<file path="src/rtl/fpgt_pkg.sv">
package fpgt_pkg;

  // Field widths
  localparam int GAIN_W  = 32;
  localparam int DATA_W  = 32;
  localparam int SPAN_W  = 31;
  localparam int CFG_IDX_W = 3;

  // Divider sizing: widest numerator is |x| * 6 * 2^16, 32 by 20 bits
  localparam int NUM_W = 52;
  localparam int DEN_W = SPAN_W;
  localparam int CNT_W = $clog2(NUM_W);

  // Internal datapath widths
  localparam int Q_W     = 20;  // quantized value, Q.16 in [-6,6]
  localparam int W_W     = 18;  // membership weight, units 2^-17
  localparam int WP_W    = 35;  // product of two weights
  localparam int S_W     = 42;  // weighted rule sum
  localparam int QK_W    = 30;  // rule output, units 2^-24
  localparam int PROD_W  = 62;  // range * qk
  localparam int DELTA_W = 38;  // gain step
  localparam int ACC_W   = 39;  // gain + step before clamp

  // Scaling by 6 * 2^24: drop 25 bits, then divide by 3 by reciprocal
  localparam int MAG_W  = 33;  // |range * qk| >> 25, at most 3 * 2^31
  localparam int SCL_SH = 25;
  localparam int RCP_SH = 34;
  localparam logic [MAG_W-1:0] RCP3 = 33'h155555556;  // ceil(2^34 / 3)

  // Fixed-point constants
  localparam int UNI6       = 393216;     // 6.0 in Q.16
  localparam int ONE17      = 131072;     // one membership
  localparam int SCALE_ERR  = 393216;     // 6 * 2^16
  localparam int SCALE_RATE = 196608;     // 3 * 2^16
  localparam int DELTA_DIV  = 100663296;  // 6 * 2^24
  localparam logic [SPAN_W-1:0] SPAN_RESET = 31'd65536;

  // Configuration register indexes
  localparam logic [CFG_IDX_W-1:0] CFG_SPAN     = 3'd0;
  localparam logic [CFG_IDX_W-1:0] CFG_KP_RANGE = 3'd1;
  localparam logic [CFG_IDX_W-1:0] CFG_KI_RANGE = 3'd2;
  localparam logic [CFG_IDX_W-1:0] CFG_KD_RANGE = 3'd3;
  localparam logic [CFG_IDX_W-1:0] CFG_KP_INIT  = 3'd4;
  localparam logic [CFG_IDX_W-1:0] CFG_KI_INIT  = 3'd5;
  localparam logic [CFG_IDX_W-1:0] CFG_KD_INIT  = 3'd6;

  // Gain table selectors
  localparam logic [1:0] TB_KP = 2'd0;
  localparam logic [1:0] TB_KI = 2'd1;
  localparam logic [1:0] TB_KD = 2'd2;

  typedef enum logic {
    DIV_ERR,
    DIV_RATE
  } div_sel_e;

  // Controller to datapath commands
  typedef struct packed {
    logic       latch_in;
    logic       div_start;
    div_sel_e   div_sel;
    logic       store_qe;
    logic       store_qr;
    logic       fuzz;
    logic       prod_en;
    logic       sum_en;
    logic       mul_en;
    logic       scl_en;
    logic       rcp_en;
    logic       gain_upd;
    logic       out_load;
    logic [1:0] idx;
  } fpgt_cmd_t;

  // Datapath to controller status
  typedef struct packed {
    logic div_done;
    logic span_zero;
    logic oor;
  } fpgt_sts_t;

  // Rule tables, rows by error cell, columns by rate cell
  localparam int RULE_KP [7][7] = '{
    '{6, 6, 4, 4, 2, 0, 0},
    '{6, 6, 4, 2, 2, 0, -2},
    '{4, 4, 4, 2, 0, -2, -2},
    '{4, 4, 2, 0, -2, -4, -4},
    '{2, 2, 0, -2, -2, -4, -4},
    '{2, 0, -2, -4, -4, -4, -6},
    '{0, 0, -4, -4, -4, -6, -6}};

  localparam int RULE_KI [7][7] = '{
    '{-6, -6, -4, -4, -2, 0, 0},
    '{-6, -6, -4, -2, -2, 0, 0},
    '{-6, -4, -2, -2, 0, 2, 2},
    '{-4, -4, -2, 0, 2, 4, 4},
    '{-4, -2, 0, 2, 2, 4, 6},
    '{0, 0, 2, 2, 4, 6, 6},
    '{0, 0, 2, 4, 4, 6, 6}};

  localparam int RULE_KD [7][7] = '{
    '{2, -2, -6, -6, -6, -4, 2},
    '{2, -2, -6, -4, -4, -2, 0},
    '{0, -2, -4, -4, -2, -2, 0},
    '{0, -2, -2, -2, -2, -2, 0},
    '{0, 0, 0, 0, 0, 0, 0},
    '{6, -2, 2, 2, 2, 2, 6},
    '{6, 4, 4, 4, 2, 2, 6}};

  function automatic logic signed [3:0] rule_at(input logic [1:0] tb,
                                                input logic [2:0] row,
                                                input logic [2:0] col);
    unique case (tb)
      TB_KP:   rule_at = 4'(RULE_KP[row][col]);
      TB_KI:   rule_at = 4'(RULE_KI[row][col]);
      default: rule_at = 4'(RULE_KD[row][col]);
    endcase
  endfunction

endpackage

</file>
<file path="src/rtl/fpgt_ctrl.sv">
// Sequencer for one tuning step
module fpgt_ctrl import fpgt_pkg::*; (
  input  logic      clk_i,
  input  logic      rst_ni,
  input  logic      in_valid_i,
  output logic      in_stall_o,
  output logic      out_valid_o,
  input  logic      out_stall_i,
  output fpgt_cmd_t cmd_o,
  input  fpgt_sts_t sts_i
);

  localparam logic [3:0] S_IDLE  = 4'd0;
  localparam logic [3:0] S_DIVE  = 4'd1;
  localparam logic [3:0] S_WAITE = 4'd2;
  localparam logic [3:0] S_DIVR  = 4'd3;
  localparam logic [3:0] S_WAITR = 4'd4;
  localparam logic [3:0] S_FUZZ  = 4'd5;
  localparam logic [3:0] S_PROD  = 4'd6;
  localparam logic [3:0] S_SUM   = 4'd7;
  localparam logic [3:0] S_MUL   = 4'd8;
  localparam logic [3:0] S_SCL   = 4'd9;
  localparam logic [3:0] S_RCP   = 4'd10;
  localparam logic [3:0] S_UPD   = 4'd11;
  localparam logic [3:0] S_OUT   = 4'd12;

  logic [3:0] state_q, state_d;
  logic [1:0] cnt_q, cnt_d;
  logic [1:0] tb_q, tb_d;
  logic       out_valid_q, out_valid_d;

  always_comb begin
    state_d = state_q;
    cnt_d   = cnt_q;
    tb_d    = tb_q;
    cmd_o   = '0;
    cmd_o.div_sel = DIV_ERR;
    cmd_o.idx     = tb_q;
    unique case (state_q)
      S_IDLE: begin
        if (in_valid_i) begin
          cmd_o.latch_in = 1'b1;
          state_d = S_DIVE;
        end
      end
      S_DIVE: begin
        if (sts_i.span_zero) begin
          state_d = S_OUT;
        end else begin
          cmd_o.div_start = 1'b1;
          cmd_o.div_sel   = DIV_ERR;
          state_d = S_WAITE;
        end
      end
      S_WAITE: begin
        if (sts_i.div_done) begin
          cmd_o.store_qe = 1'b1;
          state_d = S_DIVR;
        end
      end
      S_DIVR: begin
        cmd_o.div_start = 1'b1;
        cmd_o.div_sel   = DIV_RATE;
        state_d = S_WAITR;
      end
      S_WAITR: begin
        if (sts_i.div_done) begin
          cmd_o.store_qr = 1'b1;
          state_d = S_FUZZ;
        end
      end
      S_FUZZ: begin
        if (sts_i.oor) begin
          state_d = S_OUT;
        end else begin
          cmd_o.fuzz = 1'b1;
          cnt_d   = '0;
          state_d = S_PROD;
        end
      end
      S_PROD: begin
        cmd_o.prod_en = 1'b1;
        cmd_o.idx     = cnt_q;
        cnt_d = cnt_q + 1'b1;
        if (cnt_q == 2'd3) begin
          tb_d    = TB_KP;
          state_d = S_SUM;
        end
      end
      S_SUM: begin
        cmd_o.sum_en = 1'b1;
        state_d = S_MUL;
      end
      S_MUL: begin
        cmd_o.mul_en = 1'b1;
        state_d = S_SCL;
      end
      S_SCL: begin
        cmd_o.scl_en = 1'b1;
        state_d = S_RCP;
      end
      S_RCP: begin
        cmd_o.rcp_en = 1'b1;
        state_d = S_UPD;
      end
      S_UPD: begin
        cmd_o.gain_upd = 1'b1;
        if (tb_q == TB_KD) begin
          state_d = S_OUT;
        end else begin
          tb_d    = tb_q + 1'b1;
          state_d = S_SUM;
        end
      end
      S_OUT: begin
        if (!out_valid_q || !out_stall_i) begin
          cmd_o.out_load = 1'b1;
          state_d = S_IDLE;
        end
      end
      default: state_d = S_IDLE;
    endcase
  end

  // Output word valid: set on load, cleared once taken
  always_comb begin
    out_valid_d = out_valid_q;
    if (out_valid_q && !out_stall_i) out_valid_d = 1'b0;
    if (cmd_o.out_load) out_valid_d = 1'b1;
  end

  always_ff @(posedge clk_i or negedge rst_ni) begin
    if (!rst_ni) begin
      state_q     <= S_IDLE;
      cnt_q       <= '0;
      tb_q        <= TB_KP;
      out_valid_q <= 1'b0;
    end else begin
      state_q     <= state_d;
      cnt_q       <= cnt_d;
      tb_q        <= tb_d;
      out_valid_q <= out_valid_d;
    end
  end

  assign in_stall_o  = (state_q != S_IDLE);
  assign out_valid_o = out_valid_q;

endmodule

</file>
<file path="config.mk">
export PLATFORM = sky130hd
export DESIGN_NAME = fpgt_ctrl
export DESIGN_NICKNAME = d
export VERILOG_FILES = /design/src/rtl/fpgt_pkg.sv /design/src/rtl/fpgt_ctrl.sv
export SDC_FILE = /design/constraint.sdc
export NUM_CORES = 1
export LEC_CHECK = 0
export ABC_CLOCK_PERIOD_IN_PS = 1800
export BUFFER_PORTS_ARGS = -buffer_cell sky130_fd_sc_hd__buf_2
export CAP_MARGIN = 10
export CELL_PAD_IN_SITES_DETAIL_PLACEMENT = 1
export CELL_PAD_IN_SITES_GLOBAL_PLACEMENT = 1
export CORE_AREA = 2 2 52 54
export DETAILED_ROUTE_END_ITERATION = 7
export DIE_AREA = 0 0 54 56
export MAX_ROUTING_LAYER = met4
export PLACE_DENSITY = 0.71
export SYNTH_ARGS = -nofsm -noshare
export SYNTH_HDL_FRONTEND = slang
export SYNTH_SLANG_ARGS = --single-unit
</file>
<file path="constraint.sdc">
create_clock -name clk_i -period 1.8 [get_ports clk_i]
set_clock_uncertainty 0.15 [all_clocks]
set_input_delay 0.27 -clock clk_i [delete_from_list [all_inputs] [get_ports clk_i]]
set_output_delay 0.27 -clock clk_i [all_outputs]
set_load 0.02 [all_outputs]
</file>
=== Word-level counts from Yosys, hierarchy flattened ===
Index checks and enable logic that the tools add are counted.

* Register bits after elaboration: 9
* Bits of input ports: 7
* Output and inout port bits: 17

* Add/subtract/negate cells: 2
* Eq/ne operators: 21
* Mux-type cells: 34
* Reduce and logical (&&, ||, !) cells: 12

{| class="wikitable"
|+ Operators with widths
! cell !! number
|-
| 4-bit one-hot mux with 13 select lines || 1
|-
| 4-bit 2-to-1 mux || 8
|-
| 4-bit equality test (second input constant) || 5
|-
| 1-bit 2-to-1 mux || 17
|-
| 4-bit by 3-bit equality test with 1-bit output (second input constant) || 4
|-
| 2-bit inequality test (second input constant) || 7
|-
| 2-bit one-hot mux with 2 select lines || 3
|-
| 2-bit 2-to-1 mux || 5
|-
| 4-bit by 2-bit equality test with 1-bit output (second input constant) || 2
|-
| 2-bit nonzero test || 3
|-
| 5-bit AND reduction || 1
|-
| 2-bit by 1-bit adder with 2-bit output (second input constant) || 2
|-
| 2-bit equality test (second input constant) || 2
|-
| 4-bit by 1-bit equality test with 1-bit output (second input constant) || 1
|-
| 4-bit zero test || 1
|-
| 4-bit nonzero test || 1
|-
| 3-bit AND reduction || 1
|-
| 1-bit zero test || 2
|-
| 2-bit AND reduction || 1
|-
| 1-bit logical AND || 1
|-
| 1-bit logical OR || 1
|}

=== Logic depth before layout (Yosys ltp) ===
Gate-level depths: netlist of run 1.

* Word-level depth: 5
* Depth in mapped cells: 6

=== Least setup slack after synthesis of run 1 ===
No wires, ideal clock.

* Path type: reg-to-output
* Start: register state_q[3]
* End: output cmd_o[1] in the netlist's numbering
* Arrival: 1448 ps
* Required time: 1380 ps
* Slack: -68 ps
* Stages on the path, launching flop included: 4
* Buffers on the path: 0
* Cell sequence: dfrtp_1 or2b_1 nor2_2 mux2_2

{| class="wikitable"
|+ RTL lines
! what !! RTL line !! text
|-
| start: declaration || fpgt_ctrl.sv:27 || <nowiki>logic [3:0] state_q, state_d;</nowiki>
|-
| start signal: assignment || fpgt_ctrl.sv:139 || <nowiki>state_q <= state_d;</nowiki>
|-
| end: declaration || fpgt_ctrl.sv:9 || <nowiki>output fpgt_cmd_t cmd_o,</nowiki>
|}

==> impl_metrics.py, run 1 <==
metrics = {
    "timing": {
        "setup_ws_ps": -175,
        "finalMaxSlewViolations": 0,
        "tightest_slew_ps": 341,
        "max-slew-margin-rel": 0.773,
        "fmax_mhz": 506,
        "min_period_over_period": 1.10,
        "fin_crit_ps": 1980,
        "whs_ps": 222,
        "setup_viol": 17,
        "finalHoldViolations": 0,
        "rsz0062_at_grt": "yes",
    },
    "placement": {
        "numPortBuffers": 23,
        "gp_congestion": 0.749,
        "dp_slack_ps": 55.7,
        "hpwl_um": 1730,
    },
    "floorplan": {
        "start_util": 0.305,
        "die_h_um": 56,
        "core_area_sq_mm": 0.00243,
        "num_rows": 18,
        "die-area_sq_mm": 0.00302,
        "boundaryPins": 24,
        "die_x_um": 54,
    },
    "synthesis": {
        "synth_flop_cell": "dfrtp_1",
        "ys_warn_count": 0,
        "synth_common_cells": "nor2_1 (12), dfrtp_1 (9), a21oi_1 (8), nor3_1 (8), nand2_1 (6)",
        "yosysSeqAreaShare": 0.304,
        "syn_inst": 92,
        "synth_area_leaders": "dfrtp_1 (30%), nor2_1 (6.1%), a21oi_1 (5.4%)",
        "synthDistinctLibCells": 37,
        "synthesis.area_sq_um": 741,
        "synth_edf_count": 0,
        "yosysTopAreaCellShare": 0.304,
        "synth_nets": 101,
        "yosysTopAreaCell": "dfrtp_1",
        "syn_avg_cell_area_sq_um": 8.05,
        "synthArstFlopShare": 1.00,
        "synth_seq_cells": 9,
        "yosysMostFrequentCell": "nor2_1",
    },
    "cts": {
        "cts_made_buffers": 3,
        "cts.htree.levels": 1,
        "clock_path_buffers": 2,
        "path_clk_slew_ps": 70,
        "cts_tree": "built",
        "insertion_delay_ps": 280,
        "cts_sinks": 9,
        "ctsRootBufferMaster": "clkbuf_4",
    },
    "global_route": {
        "grt_pass1_wl_um": 4610,
        "antenna_found_initial": 0,
        "gr-total-overflow": 0,
        "grt_max_degree": 13,
        "grt_pass1_vias": 934,
        "grt_use_total": 0.219,
    },
    "final_layout": {
        "fillCellCount": 282,
        "drive_gt1_frac": 0.633,
        "final_nets": 157,
        "area_delta_synth_final_pct": 103,
        "diodes": 0,
    },
    "worst_setup_path": {
        "end_kind": "output pin",
        "start_kind": "register",
        "crit_required_ps": 1380,
        "crit_chain": "buf_4 -> buf_12 -> nor2b_4 -> buf_4 -> and3_4 -> buf_6",
        "cp_max_fo": 12,
        "crit_top_cell": "buf_4",
        "arrival_ps": 1560,
        "crit_path_max_incr_delay_ps": 410,
        "crit_slowest_cell": "dfrtp_1",
        "critical_path_class": "reg2out",
        "reg2reg_depth": 7,
    },
    "detailed_routing": {
        "vias_per_cell": 5.19,
        "drtPass1Iterations": 4,
        "route.detailed.drc": 0,
        "post_drt_wl_per_cell_um": 18.6,
        "antenna_left": 0,
        "drt_iter0_markers": 10,
        "wl_um": 3290,
        "vias": 919,
    },
    "run_status": {
        "failed_checks": "negative setup slack",
        "status": "finished with violations",
    },
    "flow_run": {
        "maxCapViolations": 0,
    },
    "power": {
        "ir_drop_uv": 1000,
        "powerDensity_mw_per_mm2": 1930,
        "p_leak_nw": 0.685,
    },
    "worst_hold_path": {
        "min_path_type": "in2async",
    },
}
==> registers in the layout (all words and copies together), names as in the netlist <==
| signal | cells |
|---|---|
| out_valid_o | 1 |
| tb_q | 2 |
| state_q | 4 |
| cnt_q | 2 |
==> metrics by stage <==
stage / util / setup TNS [ps] / area [sq um] / std cells / total power (W)
2_1_floorplan: - / 0 / 746 / 92 / 0.00120
3_3_place_gp: 0.391 / 0 / 952 / 149 / 0.00158
3_5_place_dp: 0.391 / 0 / 952 / 149 / 0.00162
4_1_cts: 0.543 / -789 / 1320 / 170 / 0.00247
5_1_grt: 0.618 / -2640 / 1500 / 177 / 0.00308
6_report: 0.618 / -1570 / 1500 / 177 / 0.00290
==> final timing paths <==
path / end / slack [ps] / startpoint
max: cmd_o[10] / -180 / state_q[3]
min reg2reg: tb_q[1] / 410 / tb_q[1]
max in group asynchronous: state_q[1] / 1060 / rst_ni
min in group clk_i: state_q[3] / 250 / sts_i[0]
max reg2reg: state_q[2] / -120 / state_q[2]
min: out_valid_o / 220 / rst_ni
==> cells in the final DEF, fill, tap and decap left out, types with 3 or more instances in the layout <==
cell,n
a21oi_1,8
and3_4,3
buf_2,7
buf_4,28
buf_6,19
clkbuf_4,3
dfrtp_1,8
inv_1,3
mux2_4,4
nand2_2,3
nand2b_1,4
nor2_1,7
nor2_4,6
nor3_1,4
==> final cells by class <==
class	count	area (sq um)	area share
multi-input combinational	72	654	0.435
timing repair buffer	59	547	0.364
sequential	9	226	0.151
tap	30	37.5	0.0250
clock buffer	4	26.3	0.0175
inverter	3	11.3	0.00749
==> cell families after synthesis <==
logic type                 count (synthesis)  share of synthesized area
and+or+nand+nor                           47                      0.338
AOI/OAI and AO/OA                         18                      0.166
buffers and inverters                     11                     0.0811
DFF                                        9                      0.304
muxes                                      4                     0.0659
adders and majority gates                  2                     0.0338
xor gates and xnor gates                   1                     0.0118
==> worst max-delay path, delay by kind of cell (launching register included) <==
kind,cells,cell delay (ps)
flops,1,410
simple gates,2,320
buf+inv,4,530
==> where the power goes <==
part | internal, W | switching (W) | total [W]
Clock | 0.0000862 | 0.0000922 | 0.000178
Combinational | 0.00122 | 0.00111 | 0.00233
Sequential | 0.000291 | 0.0000987 | 0.000389
==> per-layer routing <==
layer | track usage | vias to the layer above | share of wire
met5 | - | - | 0
met4 | 0.0679 | 0 | 0.026
met3 | 0.0484 | 10 | 0.039
met2 | 0.373 | 27 | 0.54
met1 | 0.248 | 448 | 0.39
li1 | - | 434 | -
==> repair_timing <==
| action | CTS | global route |
|---|---|---|
| buffers inserted | 16 | 11 |
| gates cloned | 1 | 0 |
| gates resized for setup | 53 | 35 |
| hold endpoints to repair | 9 | 0 |
| hold buffers | 1 | 0 |
| endpoints found under the setup margin | 16 | 20 |
| pin swaps | 10 | 13 |
No activity file was read; power rests on OpenSTA's default activity.
==> run 2: changes to the inputs <==
--- a/config.mk
+++ b/config.mk
@@ -5,6 +5,7 @@
 export SDC_FILE = /design/constraint.sdc
 export NUM_CORES = 1
 export LEC_CHECK = 0
+export ABC_AREA = 1
 export ABC_CLOCK_PERIOD_IN_PS = 1800
 export BUFFER_PORTS_ARGS = -buffer_cell sky130_fd_sc_hd__buf_2
 export CAP_MARGIN = 10
==> impl_metrics.py, run 2 <==
metrics = {
    "run_status": {
        "status": "finished with violations",
        "failed_checks": "negative setup slack",
    },
    "detailed_routing": {
        "vias_per_cell": 4.65,
        "drtPass1Iterations": 4,
        "vias": 814,
        "post_drt_wl_per_cell_um": 12.9,
        "drt_iter0_markers": 3,
        "antenna_left": 0,
        "wl_um": 2260,
        "route.detailed.drc": 0,
    },
    "final_layout": {
        "diodes": 0,
        "reg.largest.list": "state_q: 4 flops, cnt_q: 2 flops, tb_q: 2 flops",
        "largest_reg_flops": 4,
        "stdcell_count": 175,
        "area_delta_synth_final_pct": 53.4,
        "drive_gt1_frac": 0.462,
        "final_cell_mix": "nand2_1 (26), buf_4 (18), inv_1 (14), buf_2 (14), nor2_1 (10)",
        "final_nets": 155,
        "final_util": 0.445,
        "top_register": "state_q",
        "final_common_cell": "nand2_1",
    },
    "synthesis": {
        "synth_edf_count": 0,
        "synthArstFlopShare": 1.00,
        "yosysTopAreaCellShare": 0.319,
        "syn_avg_cell_area_sq_um": 6.72,
        "syn_inst": 105,
        "yosysSeqAreaShare": 0.319,
        "synth_nets": 114,
        "yosysMostFrequentCell": "nand2_1",
        "synthesis.area_sq_um": 706,
        "synthDistinctLibCells": 23,
        "synth_flop_cell": "dfrtp_1",
        "ys_warn_count": 0,
        "synth_seq_cells": 9,
        "synth_common_cells": "nand2_1 (30), inv_1 (15), nor2_1 (14)",
        "yosysTopAreaCell": "dfrtp_1",
        "synth_area_leaders": "dfrtp_1 (32%), nand2_1 (16%), inv_1 (8.0%)",
    },
    "power": {
        "powerDensity_mw_per_mm2": 1600,
        "p_sw_frac": 0.511,
        "p_switching_w": 0.000887,
        "p_leak_nw": 0.616,
        "p_comb_frac": 0.657,
        "p_clk_frac": 0.091,
        "seq_power_share": 0.252,
        "ir_drop_uv": 785,
        "internal_power_w": 0.000848,
    },
    "worst_setup_path": {
        "crit_required_ps": 1380,
        "arrival_ps": 1380,
        "r2r_setup_slack_ps": 200,
        "worstReg2RegStart": "state_q[2]",
        "cp_max_fo": 7,
        "critical_path_class": "reg2out",
        "end_kind": "output pin",
        "endpoint": "cmd_o[0]",
        "r2r-end": "state_q[2]",
        "reg2reg_depth": 10,
        "cp-startpoint": "state_q[3]",
        "start_kind": "register",
    },
    "timing": {
        "rsz0062_at_grt": "yes",
        "finalMaxSlewViolations": 0,
        "fin_crit_ps": 1800,
        "finalHoldViolations": 0,
        "setup_ws_ps": -1.16,
        "tightest_slew_ps": 239,
        "fin_tns_setup_ps": -1.16,
        "max-slew-margin-rel": 0.840,
        "min_period_over_period": 1.00,
        "fmax_mhz": 555,
        "setup_viol": 1,
    },
    "cts": {
        "cts_sinks": 9,
        "cts_made_buffers": 3,
        "insertion_delay_ps": 260,
        "cts_tree": "built",
        "path_clk_slew_ps": 60,
        "cts.htree.levels": 1,
        "ctsRootBufferMaster": "clkbuf_4",
        "clock_path_buffers": 2,
    },
    "floorplan": {
        "core_area_sq_mm": 0.00243,
        "start_util": 0.290,
        "boundaryPins": 24,
        "die-area_sq_mm": 0.00302,
        "num_rows": 18,
        "die_h_um": 56,
        "die_x_um": 54,
    },
    "flow_run": {
        "maxCapViolations": 0,
    },
    "placement": {
        "gp_congestion": 0.864,
        "numPortBuffers": 23,
        "hpwl_um": 1610,
        "dp_cells": 159,
    },
    "global_route": {
        "grt_pass1_wl_um": 3260,
        "antenna_found_initial": 0,
        "gr-total-overflow": 0,
        "grt_max_degree": 10,
        "grt_use_total": 0.149,
        "grt_pass1_vias": 771,
    },
    "worst_hold_path": {
        "min_path_type": "in2reg",
        "hold_depth": 3,
    },
}
## run 2: cell count changes after synthesis, moves of 5 or more
cell | previous run | this run
nor3_1 | 8 | 1
nand2b_1 | 5 | 0
a21oi_1 | 8 | 2
inv_1 | 3 | 15
nand3_1 | 1 | 8
nand2_1 | 6 | 30
## run 2: final cells by class
cell class	instances	area [sq um]
clock buffer	4	26.3
inverter	19	78.8
fill	318	1350
multi-input combinational	76	449
timing repair buffer	37	260
tap	30	37.5
sequential	9	230
## run 2: cell families after synthesis
kind of cell,Yosys count,synth area share
AND/OR/NAND/NOR,65,0.445
buffers and inverters,20,0.115
flip-flops,9,0.319
AO/OA/AOI/OAI,9,0.0851
adder cells (fa/ha/maj),2,0.0355
## run 2: timing repair
item                       4_1_cts  5_1_grt
buffers inserted                 4        7
hold buffers                     1        0
gates resized for setup          7       28
setup endpoints to repair        7       11
pin swaps                        1        6
hold endpoints to repair         9        0
## run 2: worst max-delay path: stages, from the launching register on
cell	delay (ps)
dfrtp_2	470
nor2_4	170
nand2_4	90
inv_6	90
nand2_2	50
o21ai_1	70
buf_4	150
## run 2: worst min-delay path by stage
stage	startpoint	endpoint	slack [ps]
after floorplan	rst_ni	cnt_q[0]	-180
after global placement	rst_ni	tb_q[0]	-10
after detailed placement	rst_ni	tb_q[0]	-10
after CTS	out_stall_i	out_valid_o	80
after global routing	out_stall_i	out_valid_o	90
final	out_stall_i	out_valid_o	90
## run 2: power groups by stage
| stage | clock (W) | combinational [W] | sequential (W) |
|---|---|---|---|
| finish | 0.000157 | 0.00114 | 0.000438 |
| floorplan | 0 | 0.000639 | 0.000391 |
| global route | 0.000173 | 0.00126 | 0.000455 |
| global placement | 0 | 0.000887 | 0.000395 |
| CTS | 0.000164 | 0.000986 | 0.000404 |
| detailed placement | 0 | 0.000901 | 0.000402 |
## run 2: stage by stage
step / hold WS [ps] / power, W / instance area (sq um) / setup slack, ps
3_5_place_dp: -13.1 / 0.00130 / 866 / 178
4_1_cts: 82.9 / 0.00155 / 952 / -13.0
5_1_grt: 93.9 / 0.00189 / 1080 / -72.4
6_report: 86.0 / 0.00173 / 1080 / -1.16
3_3_place_gp: -13.6 / 0.00128 / 866 / 229
2_1_floorplan: -176 / 0.00103 / 706 / 110
## run 2: routing by layer
layer  share of wire  vias up  track usage
met1            0.40      382        0.170
met3           0.030        6       0.0161
met2            0.54       17        0.254
met4           0.025        0       0.0679
met5               0        -            -
li1                -      409            -
